`src/rtl/bfc_pkg.sv`:
```
`timescale 1ns / 1ps

package bfc_pkg;

    localparam int CFG_IDX_W = 2;

    localparam logic [CFG_IDX_W-1:0] CFG_INVERT_LEVEL    = 2'd0;
    localparam logic [CFG_IDX_W-1:0] CFG_DEBOUNCE_MS     = 2'd1;
    localparam logic [CFG_IDX_W-1:0] CFG_CLICK_WINDOW_MS = 2'd2;
    localparam logic [CFG_IDX_W-1:0] CFG_LONG_PRESS_MS   = 2'd3;

    localparam logic [15:0] RST_DEBOUNCE_MS     = 16'd20;
    localparam logic [15:0] RST_CLICK_WINDOW_MS = 16'd250;
    localparam logic [15:0] RST_LONG_PRESS_MS   = 16'd1000;

    localparam logic FUNC_SAMPLE = 1'b0;
    localparam logic FUNC_CLEAR  = 1'b1;

    typedef struct packed {
        logic        invert_level;
        logic [15:0] debounce_ms;
        logic [15:0] click_window_ms;
        logic [15:0] long_press_ms;
    } t_cfg;

    typedef struct packed {
        logic        func;
        logic [31:0] now_ms;
        logic        raw_level;
        logic [31:0] query_ms;
    } t_item;

    typedef struct packed {
        logic        is_down;
        logic        went_down;
        logic        went_up;
        logic [7:0]  click_total;
        logic [31:0] held_total_ms;
        logic [31:0] change_time_ms;
        logic        held_for_query;
        logic        up_for_query;
    } t_result;

endpackage

```
`src/rtl/bfc_cfg.sv`:
```
`timescale 1ns / 1ps

module bfc_cfg (
    input  logic                          i_clk,
    input  logic                          i_rst_n,
    input  logic                          i_cfg_valid,
    input  logic [bfc_pkg::CFG_IDX_W-1:0] i_cfg_index,
    input  logic [15:0]                   i_cfg_data,
    output logic                          o_cfg_ready,
    output bfc_pkg::t_cfg                 o_cfg
);
    import bfc_pkg::*;

    t_cfg r_cfg;

    always_ff @(posedge i_clk) begin
        if (!i_rst_n) begin
            r_cfg.invert_level    <= 1'b0;
            r_cfg.debounce_ms     <= RST_DEBOUNCE_MS;
            r_cfg.click_window_ms <= RST_CLICK_WINDOW_MS;
            r_cfg.long_press_ms   <= RST_LONG_PRESS_MS;
        end else if (i_cfg_valid) begin
            unique case (i_cfg_index)
                CFG_INVERT_LEVEL:    r_cfg.invert_level    <= i_cfg_data[0];
                CFG_DEBOUNCE_MS:     r_cfg.debounce_ms     <= i_cfg_data;
                CFG_CLICK_WINDOW_MS: r_cfg.click_window_ms <= i_cfg_data;
                CFG_LONG_PRESS_MS:   r_cfg.long_press_ms   <= i_cfg_data;
                default: ;
            endcase
        end
    end

    assign o_cfg_ready = 1'b1;
    assign o_cfg       = r_cfg;

endmodule

```
`src/rtl/bfc_in_reg.sv`:
```
`timescale 1ns / 1ps

module bfc_in_reg (
    input  logic           i_clk,
    input  logic           i_rst_n,
    input  logic           i_in_valid,
    input  bfc_pkg::t_item i_item,
    output logic           o_in_ready,
    input  logic           i_take,
    output logic           o_valid,
    output bfc_pkg::t_item o_item
);
    import bfc_pkg::*;

    logic  r_valid;
    t_item r_item;
    logic  w_ready;

    assign w_ready = !r_valid || i_take;

    always_ff @(posedge i_clk) begin
        if (!i_rst_n) begin
            r_valid <= 1'b0;
        end else if (w_ready) begin
            r_valid <= i_in_valid;
        end
    end

    always_ff @(posedge i_clk) begin
        if (w_ready && i_in_valid) begin
            r_item <= i_item;
        end
    end

    assign o_in_ready = w_ready;
    assign o_valid    = r_valid;
    assign o_item     = r_item;

endmodule

```
`src/rtl/bfc_core.sv`:
```
`timescale 1ns / 1ps

module bfc_core (
    input  logic             i_clk,
    input  logic             i_rst_n,
    input  bfc_pkg::t_cfg    i_cfg,
    input  logic             i_valid,
    input  bfc_pkg::t_item   i_item,
    output logic             o_take,
    output logic             o_out_valid,
    input  logic             i_out_ready,
    output bfc_pkg::t_result o_result
);
    import bfc_pkg::*;

    logic        r_level;
    logic [31:0] r_sample_time;
    logic [31:0] r_change_time;
    logic [7:0]  r_pub;
    logic [7:0]  r_run;
    logic [31:0] r_held;
    logic        r_out_valid;
    t_result     r_result;

    logic        n_level;
    logic [31:0] n_sample_time;
    logic [31:0] n_change_time;
    logic [7:0]  n_pub;
    logic [7:0]  n_run;
    logic [31:0] n_held;
    t_result     n_result;

    logic        w_lvl;
    logic [31:0] w_since;
    logic [31:0] w_since_new;
    logic        w_pass;
    logic        w_edge;
    logic        w_stable;
    logic        w_take;

    assign w_take = !r_out_valid || i_out_ready;

    always_comb begin
        w_lvl         = i_item.raw_level ^ i_cfg.invert_level;
        w_since       = i_item.now_ms - r_change_time;
        w_pass        = w_since > {16'd0, i_cfg.debounce_ms};
        w_edge        = w_pass && (w_lvl != r_level);
        w_since_new   = w_edge ? 32'd0 : w_since;
        n_level       = r_level;
        n_sample_time = r_sample_time;
        n_change_time = r_change_time;
        n_pub         = r_pub;
        n_run         = r_run;
        n_held        = r_held;
        w_stable      = (r_sample_time - r_change_time) >= i_item.query_ms;
        if (i_item.func == FUNC_SAMPLE) begin
            n_level       = w_pass ? w_lvl : r_level;
            n_sample_time = i_item.now_ms;
            n_change_time = w_edge ? i_item.now_ms : r_change_time;
            if (w_edge && n_level) begin
                n_held = 32'd0;
                n_run  = r_run + 8'd1;
            end
            if (!n_level && (w_since_new > {16'd0, i_cfg.click_window_ms})) begin
                n_pub = n_run;
                n_run = 8'd0;
            end
            if (n_level && (w_since_new > {16'd0, i_cfg.long_press_ms})) begin
                n_pub = 8'd0;
                n_run = 8'd0;
            end
            if (n_level) begin
                n_held = n_held + (i_item.now_ms - r_sample_time);
            end
            w_stable = w_since_new >= i_item.query_ms;
        end else begin
            n_pub  = 8'd0;
            n_run  = 8'd0;
            n_held = 32'd0;
        end
        n_result.is_down        = n_level;
        n_result.went_down      = (i_item.func == FUNC_SAMPLE) && w_edge && n_level;
        n_result.went_up        = (i_item.func == FUNC_SAMPLE) && w_edge && !n_level;
        n_result.click_total    = n_pub;
        n_result.held_total_ms  = n_held;
        n_result.change_time_ms = n_change_time;
        n_result.held_for_query = n_level && w_stable;
        n_result.up_for_query   = !n_level && w_stable;
    end

    always_ff @(posedge i_clk) begin
        if (!i_rst_n) begin
            r_level       <= 1'b0;
            r_sample_time <= 32'd0;
            r_change_time <= 32'd0;
            r_pub         <= 8'd0;
            r_run         <= 8'd0;
            r_held        <= 32'd0;
            r_out_valid   <= 1'b0;
        end else if (w_take) begin
            r_out_valid <= i_valid;
            if (i_valid) begin
                r_level       <= n_level;
                r_sample_time <= n_sample_time;
                r_change_time <= n_change_time;
                r_pub         <= n_pub;
                r_run         <= n_run;
                r_held        <= n_held;
            end
        end
    end

    always_ff @(posedge i_clk) begin
        if (w_take && i_valid) begin
            r_result <= n_result;
        end
    end

    assign o_take      = w_take;
    assign o_out_valid = r_out_valid;
    assign o_result    = r_result;

`ifndef SYNTH
    a_down_edge_level: assert property (@(posedge i_clk) disable iff (!i_rst_n)
        r_out_valid && r_result.went_down |-> r_result.is_down)
        else $error("press edge reported while released");

    a_up_edge_level: assert property (@(posedge i_clk) disable iff (!i_rst_n)
        r_out_valid && r_result.went_up |-> !r_result.is_down)
        else $error("release edge reported while pressed");

    a_state_tracks_result: assert property (@(posedge i_clk) disable iff (!i_rst_n)
        r_out_valid |-> (r_result.is_down == r_level) &&
                        (r_result.change_time_ms == r_change_time))
        else $error("result register out of step with state");

    a_clear_zeroes: assert property (@(posedge i_clk) disable iff (!i_rst_n)
        w_take && i_valid && (i_item.func == FUNC_CLEAR) |=>
            (r_pub == 8'd0) && (r_run == 8'd0) && (r_held == 32'd0))
        else $error("clear request left counts set");
`endif

endmodule

```
`src/rtl/button_debounce_click_counter_top.sv`:
```
`timescale 1ns / 1ps

// Channel   Direction  Handshake                  Payload
// cfg       in         i_cfg_valid / o_cfg_ready  i_cfg_index, i_cfg_data
// in        in         i_in_valid / o_in_ready    i_func, i_now_ms, i_raw_level, i_query_ms
// out       out        o_out_valid / i_out_ready  o_is_down .. o_up_for_query
//
// One request per cycle sustained unless the output stalls; a taken request passes the
// input register, then the result register with the button state update, to the output.
// Synchronous active-low reset: button released at time 0, counts zero, config defaults.
// A stalled output holds its result; the input register still takes one more request.
// Config writes are always ready and take effect on the next cycle.

module button_debounce_click_counter_top (
    input  logic                          i_clk,
    input  logic                          i_rst_n,
    input  logic                          i_cfg_valid,
    output logic                          o_cfg_ready,
    input  logic [bfc_pkg::CFG_IDX_W-1:0] i_cfg_index,
    input  logic [15:0]                   i_cfg_data,
    input  logic                          i_in_valid,
    output logic                          o_in_ready,
    input  logic                          i_func,
    input  logic [31:0]                   i_now_ms,
    input  logic                          i_raw_level,
    input  logic [31:0]                   i_query_ms,
    output logic                          o_out_valid,
    input  logic                          i_out_ready,
    output logic                          o_is_down,
    output logic                          o_went_down,
    output logic                          o_went_up,
    output logic [7:0]                    o_click_total,
    output logic [31:0]                   o_held_total_ms,
    output logic [31:0]                   o_change_time_ms,
    output logic                          o_held_for_query,
    output logic                          o_up_for_query
);
    import bfc_pkg::*;

    t_cfg    w_cfg;
    t_item   w_in_item;
    t_item   w_s1_item;
    logic    w_s1_valid;
    logic    w_take;
    t_result w_result;

    assign w_in_item.func      = i_func;
    assign w_in_item.now_ms    = i_now_ms;
    assign w_in_item.raw_level = i_raw_level;
    assign w_in_item.query_ms  = i_query_ms;

    bfc_cfg u_cfg (
        .i_clk       (i_clk),
        .i_rst_n     (i_rst_n),
        .i_cfg_valid (i_cfg_valid),
        .i_cfg_index (i_cfg_index),
        .i_cfg_data  (i_cfg_data),
        .o_cfg_ready (o_cfg_ready),
        .o_cfg       (w_cfg)
    );

    bfc_in_reg u_in_reg (
        .i_clk      (i_clk),
        .i_rst_n    (i_rst_n),
        .i_in_valid (i_in_valid),
        .i_item     (w_in_item),
        .o_in_ready (o_in_ready),
        .i_take     (w_take),
        .o_valid    (w_s1_valid),
        .o_item     (w_s1_item)
    );

    bfc_core u_core (
        .i_clk       (i_clk),
        .i_rst_n     (i_rst_n),
        .i_cfg       (w_cfg),
        .i_valid     (w_s1_valid),
        .i_item      (w_s1_item),
        .o_take      (w_take),
        .o_out_valid (o_out_valid),
        .i_out_ready (i_out_ready),
        .o_result    (w_result)
    );

    assign o_is_down        = w_result.is_down;
    assign o_went_down      = w_result.went_down;
    assign o_went_up        = w_result.went_up;
    assign o_click_total    = w_result.click_total;
    assign o_held_total_ms  = w_result.held_total_ms;
    assign o_change_time_ms = w_result.change_time_ms;
    assign o_held_for_query = w_result.held_for_query;
    assign o_up_for_query   = w_result.up_for_query;

endmodule
```
`config.mk`:
```
export PLATFORM = sky130hd
export DESIGN_NAME = button_debounce_click_counter_top
export DESIGN_NICKNAME = d
export VERILOG_FILES = /design/src/rtl/bfc_pkg.sv /design/src/rtl/bfc_cfg.sv /design/src/rtl/bfc_in_reg.sv /design/src/rtl/bfc_core.sv /design/src/rtl/button_debounce_click_counter_top.sv
export SDC_FILE = /design/constraint.sdc
export NUM_CORES = 1
export LEC_CHECK = 0
export BUFFER_PORTS_ARGS = -buffer_cell sky130_fd_sc_hd__buf_2
export CAP_MARGIN = 30
export CORE_ASPECT_RATIO = 1.4
export CORE_MARGIN = 1.5
export CORE_UTILIZATION = 55
export CTS_CLUSTER_SIZE = 14
export DETAILED_ROUTE_END_ITERATION = 8
export PLACE_DENSITY = 0.88
export SETUP_SLACK_MARGIN = 0.3
export SYNTH_ARGS = -nofsm -noshare
export SYNTH_HDL_FRONTEND = slang
export SYNTH_SLANG_ARGS = --single-unit
```
`constraint.sdc`:
```
create_clock -name i_clk -period 7.23 [get_ports i_clk]
set_input_delay 1.8075 -clock i_clk [delete_from_list [all_inputs] [get_ports i_clk]]
set_output_delay 1.8075 -clock i_clk [all_outputs]
set_load 0.005 [all_outputs]
```
# Word level (Yosys, flattened, before mapping)
# Cells that the tools add are included.
[op_classes]
n_addsub = 5
order_cmp = 5
eq_ne = 4
mux = 17
bitwise_logic = 2
reduce_logical = 24
[op_table]
columns = ["cell", "count"]
rows = [
  ["$mux W32", 7],
  ["$gt A32 B16 Y1", 3],
  ["$sub A32 B32 Y32", 3],
  ["$ge A32 B32 Y1", 2],
  ["$mux W8", 7],
  ["$add A32 B32 Y32", 1],
  ["$logic_and A1 B1 Y1", 11],
  ["$reduce_and A2 Y1", 5],
  ["$add A8 B1 Y8 const B", 1],
  ["$eq A2 B2 Y1 const B", 2],
  ["$logic_not A1 Y1", 4],
  ["$mux W1", 3],
  ["$reduce_and A3 Y1", 1],
  ["$eq A2 B1 Y1 const B", 1],
  ["$logic_not A2 Y1", 1],
  ["$logic_or A1 B1 Y1", 2],
  ["$ne A1 B1 Y1", 1],
  ["$not A1 Y1", 1],
  ["$xor A1 B1 Y1", 1],
]
[totals]
reg_bits = 307
in_bits = 89
out_inout_bits = 80
wordCells = 81

# Depth between registers and ports, before layout
[depth]
word_depth = 9
ltp_mapped = 38

# Modules after synthesis
# A second synthesis with hierarchy kept.
[unflattened]
hier_cells = 2331
hier_area_um2 = 20920.1
[by_module_without_submodules]
columns = ["module", "n_inst", "cells_each", "area_per_inst_um2", "seq_area_each_um2"]
rows = [
  ["bfc_core", 1, 2063, 16893.7, 4594.4],
  ["bfc_in_reg", 1, 71, 2039.5, 2001.9],
  ["bfc_cfg", 1, 197, 1986.9, 980.9],
]

# Worst setup path before layout
# OpenSTA, ideal clock, no wires.
[synth_timing]
path_type = "register -> register"
from = "register u_in_reg.r_item, in the netlist u_in_reg.o_item[34]"
to = "register u_core.r_result, in the netlist u_core.o_result[65] (data pin)"
setup_ns = 0.270
arrival_time_ns = 7.719
path_slack_ns = -0.759
path_stages_with_launch = 38
path_buffers = 3
period_less_slack_ns = 7.989
cell_sequence = "edfxtp_1 ha_1 nor2b_1 o31ai_2 a21oi_1 o41a_4 a21boi_0 nor2b_1 o21ai_0 nand2b_1 xor2_1 ha_1 nand4_1 nor2_1 a221oi_1 a22oi_1 or4_1 or4_1 [... 2 more ...] clkbuf_1 nand2_1 fa_1 inv_1 ha_1 clkbuf_1 a21o_1 a211o_1 a211oi_1 nor4bb_1 or3_1 a31oi_1 o21ai_0 a21oi_1 xnor2_1 o21ai_0 nand2_1 a21oi_1"
[synth_between]
elab_chain_cells = 9
word_cells_on_any_way = 11
[synth_lines]
columns = ["item", "line", "source"]
rows = [
  ["start: declaration", "bfc_in_reg.sv:16", "t_item r_item;"],
  ["start signal: assignment", "bfc_in_reg.sv:31", "r_item <= i_item;"],
  ["$sub A32 B32 Y32", "bfc_core.sv:45", "w_since = i_item.now_ms - r_change_time;"],
  ["$gt A32 B16 Y1", "bfc_core.sv:46", "w_pass = w_since > {16'd0, i_cfg.debounce_ms};"],
  ["$mux W1 / $logic_and A1 B1 Y1 (equally long branches)", "bfc_core.sv:57, bfc_core.sv:47", ""],
  ["$logic_and A1 B1 Y1", "bfc_core.sv:60", "if (w_edge && n_level) begin"],
  ["$mux W32", "bfc_core.sv:60", ""],
  ["$mux W32", "bfc_core.sv:56", "if (i_item.func == FUNC_SAMPLE) begin"],
  ["$add A32 B32 Y32", "bfc_core.sv:73", "n_held = n_held + (i_item.now_ms - r_sample_time);"],
  ["$mux W32 *", "bfc_core.sv:72", "if (n_level) begin"],
  ["$mux W32 *", "bfc_core.sv:56", ""],
  ["net u_core.n_held[31]", "bfc_core.sv:30", "logic [31:0] n_held;"],
  ["end signal: assignment", "bfc_core.sv:115", "r_result <= n_result;"],
  ["end: declaration", "bfc_core.sv:23", "t_result r_result;"],
]
# The timed path passes the listed nets; every way through them passes the cells marked *. The select of a mux whose other input is x is not followed.
# A chain may end at the register's enable or synchronous reset.

# Worst setup path in the final report
[layout_timing]
from = "register u_in_reg.r_item, in the netlist u_in_reg.o_item[34]"
to = "register u_core.r_held[24]"
[layout_between]
elab_chain_cells = 9
word_cells_on_any_way = 11
[layout_lines]
columns = ["item", "line", "source"]
rows = [
  ["$sub A32 B32 Y32", "bfc_core.sv:45", ""],
  ["$gt A32 B16 Y1", "bfc_core.sv:46", ""],
  ["$mux W1 / $logic_and A1 B1 Y1 (equally long branches)", "bfc_core.sv:57, bfc_core.sv:47", ""],
  ["$logic_and A1 B1 Y1", "bfc_core.sv:60", ""],
  ["$mux W32", "bfc_core.sv:60", ""],
  ["$mux W32", "bfc_core.sv:56", ""],
  ["$add A32 B32 Y32", "bfc_core.sv:73", ""],
  ["$mux W32 *", "bfc_core.sv:72", ""],
  ["$mux W32 *", "bfc_core.sv:56", ""],
  ["net u_core.n_held[24]", "bfc_core.sv:30", ""],
  ["end signal: assignment", "bfc_core.sv:108", "r_held <= n_held;"],
  ["end: declaration", "bfc_core.sv:21", "logic [31:0] r_held;"],
]
# Marked as above.

==> flow_metrics.py <==
metrics = {
    "run_status": {
        "status": "finished with violations",
        "failed_checks": "negative setup slack",
    },
    "global_routing": {
        "grt_pass1_vias": 17900,
        "grt_max_degree": 68,
        "grt_overflow_total": 0,
        "grtUsageTotal_pct": 30.9,
        "grt_pass1_wl_mm": 92.0,
        "antenna_found_initial": 0,
    },
    "die": {
        "rows": 82,
        "core_area_um2": 36000,
        "die_height_um": 230,
        "ios": 169,
        "start_util_pct": 56.0,
        "die_x_um": 165,
        "dieArea_um2": 37800,
    },
    "timing": {
        "fin_hold_ws_ps": 455,
        "setup_slack_ps": -573,
        "setup-tns-final_ps": -15390,
        "maxSlewHeadroom_pct": 39.4,
        "fin_skew_ps": 15.9,
        "maxSlewViolCount": 0,
        "timing.fmax_ghz": 0.128,
        "rsz0062_at_grt": "true",
        "post-route-period-util_pct": 108,
        "setup_violations": 54,
        "hold_viol_final": 0,
        "tightest_slew_ps": 910,
        "finalCriticalPeriod_ps": 7800,
    },
    "yosys": {
        "ys_seq_area_share_pct": 37.6,
        "synthArstFlopShare_pct": 0,
        "synthesis.area_um2": 20200,
        "synth.area.top_cells": "edfxtp_1 (21%), dfxtp_1 (16%), ha_1 (13%)",
        "netlist_instances": 2247,
        "synth_area_leader_cell": "edfxtp_1",
        "synth.most_common_cell": "nand2_1",
        "syn_nets": 2573,
        "ys_ff_latch": 307,
        "synth_top_area_share_pct": 21.3,
        "synth_flop_cell": "dfxtp_1",
        "syn_avg_cell_area_um2": 8.97,
        "ys_types": 84,
        "synth_edf_count": 143,
        "synth_commonest_cells": "nand2_1 (278), inv_1 (230), ha_1 (204)",
        "ys_warn_count": 0,
    },
    "drt": {
        "firstDrtPassIters": 8,
        "wl_met3_mm": 4.12,
        "met2WireLength_mm": 28.9,
        "wl_met1_mm": 22.8,
        "wl_per_cell_um": 19.2,
        "via_count": 18200,
        "via_per_inst": 5.90,
        "antenna_left": 0,
        "drcViolationCount": 0,
        "drt_iter0_markers": 1571,
        "wl_mm": 59.2,
        "top_layer": "met4",
    },
    "cts": {
        "holdBufCountCts": 0,
        "clk_latency_ps": 580,
        "cts_root_buf": "clkbuf_16",
        "cts_sinks": 307,
        "clk_pin_slew_ps": 60,
        "clockBufferDepth": 3,
        "cts_inserted_buffers": 30,
        "cts_htree_levels": 1,
        "cts_tree": "yes",
    },
    "setup_path": {
        "path_common_cell": "a21o_1",
        "end_kind": "flip-flop",
        "crit_path_top_delay_cell": "or4_4",
        "cp_max_fo": 6,
        "slowest_delay_ps": 590,
        "cp.required_ps": 7740,
        "worstSetupPathType": "reg -> reg",
        "setup.worst_path.start_class": "flip-flop",
        "cp.arrival_ps": 8320,
    },
    "finish": {
        "fin_nets": 2922,
        "antenna_cells": 0,
        "post-route-cell-area_um2": 24900,
        "multiInputGateArea_um2": 12200,
        "syn_to_final_growth_pct": 23.4,
        "seqCellArea_um2": 7580,
        "instances_no_fill": 3082,
        "drive_gt1_share_pct": 23.6,
        "fillers": 2660,
    },
    "pwr": {
        "cellPowerDensity_nw_per_um2": 230,
        "leakagePower_nw": 10.9,
        "peakVddDrop_uv": 248,
    },
    "place": {
        "pre_cts_ws_ps": -587,
        "io_buffers": 167,
        "postPlaceCellArea_um2": 22800,
        "dp_hpwl_mm": 44.9,
        "place_congestion": 0.953,
        "dp_cells": 2982,
    },
    "min_path": {
        "hold_path_class": "reg -> reg",
    },
    "run": {
        "maxCapViolations": 0,
    },
}
-- placed cells by master (no fill, tap or decap), types with 10 or more instances in the layout --
cell type | netlist | routed
ha_1 | 204 | 187
nor2_1 | 166 | 158
mux2i_1 | 46 | 45
a211oi_1 | 45 | 39
xnor2_1 | 59 | 57
o31ai_1 | 24 | 23
o21a_1 | 11 | 11
inv_2 | 1 | 10
buf_6 | 1 | 19
nor2b_1 | 39 | 29
o21ai_1 | 6 | 16
a31oi_1 | 11 | 10
ha_4 | 0 | 15
edfxtp_1 | 143 | 143
a21o_1 | 71 | 71
nand2b_1 | 27 | 24
o211ai_1 | 23 | 23
inv_1 | 230 | 219
fa_1 | 33 | 31
a21oi_1 | 201 | 176
nor3_1 | 35 | 31
buf_4 | 3 | 210
a21oi_2 | 0 | 21
dfxtp_1 | 164 | 164
xor2_1 | 37 | 34
clkbuf_16 | 0 | 32
nand2_1 | 278 | 269
o21ai_0 | 66 | 50
buf_2 | 10 | 167
nand4_1 | 30 | 30
o21bai_1 | 16 | 14
nand3_1 | 46 | 45
-- where the power goes --
group	switching, mW	internal, mW	total (mW)
logic	1.16	0.963	2.13
registers	0.0528	1.92	1.97
clock network	0.677	0.943	1.62
total	1.89	3.83	5.72
-- path summary, 6_finish.rpt --
path | startpoint | endpoint | slack (ps) | cells past startpoint
hold reg to reg | u_core.r_pub[7] | u_core.r_pub[7] | 450 | 1
hold / removal | u_core.r_pub[7] | u_core.r_pub[7] | 450 | 1
setup / recovery | u_in_reg.o_item[34] | u_core.r_held[24] | -570 | 37
setup reg to reg | u_in_reg.o_item[34] | u_core.r_held[24] | -570 | 37
-- critical path: cells and delay by family, from the launching register on --
kind	cells	cell delay (ps)
XOR/XNOR	1	140
adder cells (fa/ha/maj)	4	1280
buffers and inverters	4	450
AO/OA/AOI/OAI	18	3350
AND/OR/NAND/NOR	9	1910
flip-flops	1	400
multiplexers	1	180
-- cell type report --
type	instances	area share, %
Tap cell	462	2.32
Inverter	231	3.50
Clock inverter	15	0.634
Sequential cell	307	30.5
Multi-Input combinational cell	1629	49.0
Timing Repair Buffer	397	10.7
Clock buffer	41	3.47
-- per-layer routing --
| layer | track usage, % | vias up |
|---|---|---|
| met3 | 3.37 | 193 |
| met4 | 15.0 | 0 |
| met2 | 53.6 | 793 |
| met5 | 0 | - |
| met1 | 37.7 | 8587 |
| li1 | - | 8596 |
-- through the flow --
stage | power [mW] | util (%)
after floorplan | 3.21 | -
after CTS | 5.60 | 68.0
after detailed placement | 3.86 | 63.4
after global routing | 5.99 | 69.1
final | 5.72 | 69.1
after global placement | 3.80 | 63.4
-- registers in the layout, indices dropped and copies added (netlist names) --
| name | count |
|---|---|
| u_cfg.o_cfg | 49 |
| u_core.r_pub | 8 |
| u_core.o_out_valid | 1 |
| u_core.r_change_time | 32 |
| u_core.r_run | 8 |
| u_core.r_sample_time | 32 |
| u_in_reg.o_item | 66 |
| u_core.r_held | 32 |
| u_in_reg.o_valid | 1 |
| u_core.r_level | 1 |
| u_core.o_result | 77 |
-- logic make-up after synthesis --
group / share of synthesized area [%]
AO/OA/AOI/OAI: 18.0
XOR/XNOR: 4.28
adder cells (fa/ha/maj): 15.9
buffers and inverters: 5.96
flip-flops: 37.6
multiplexers: 2.79
other: 0.0186
AND/OR/NAND/NOR: 15.4
-- timing repair --
item | in CTS | in global routing
pin swaps | 57 | 61
gates resized for setup | 89 | 60
setup buffers | 31 | 10
setup endpoints to repair | 70 | 80
cloned | 1 | 0
Note: power is estimated with default switching activity, not from simulation.
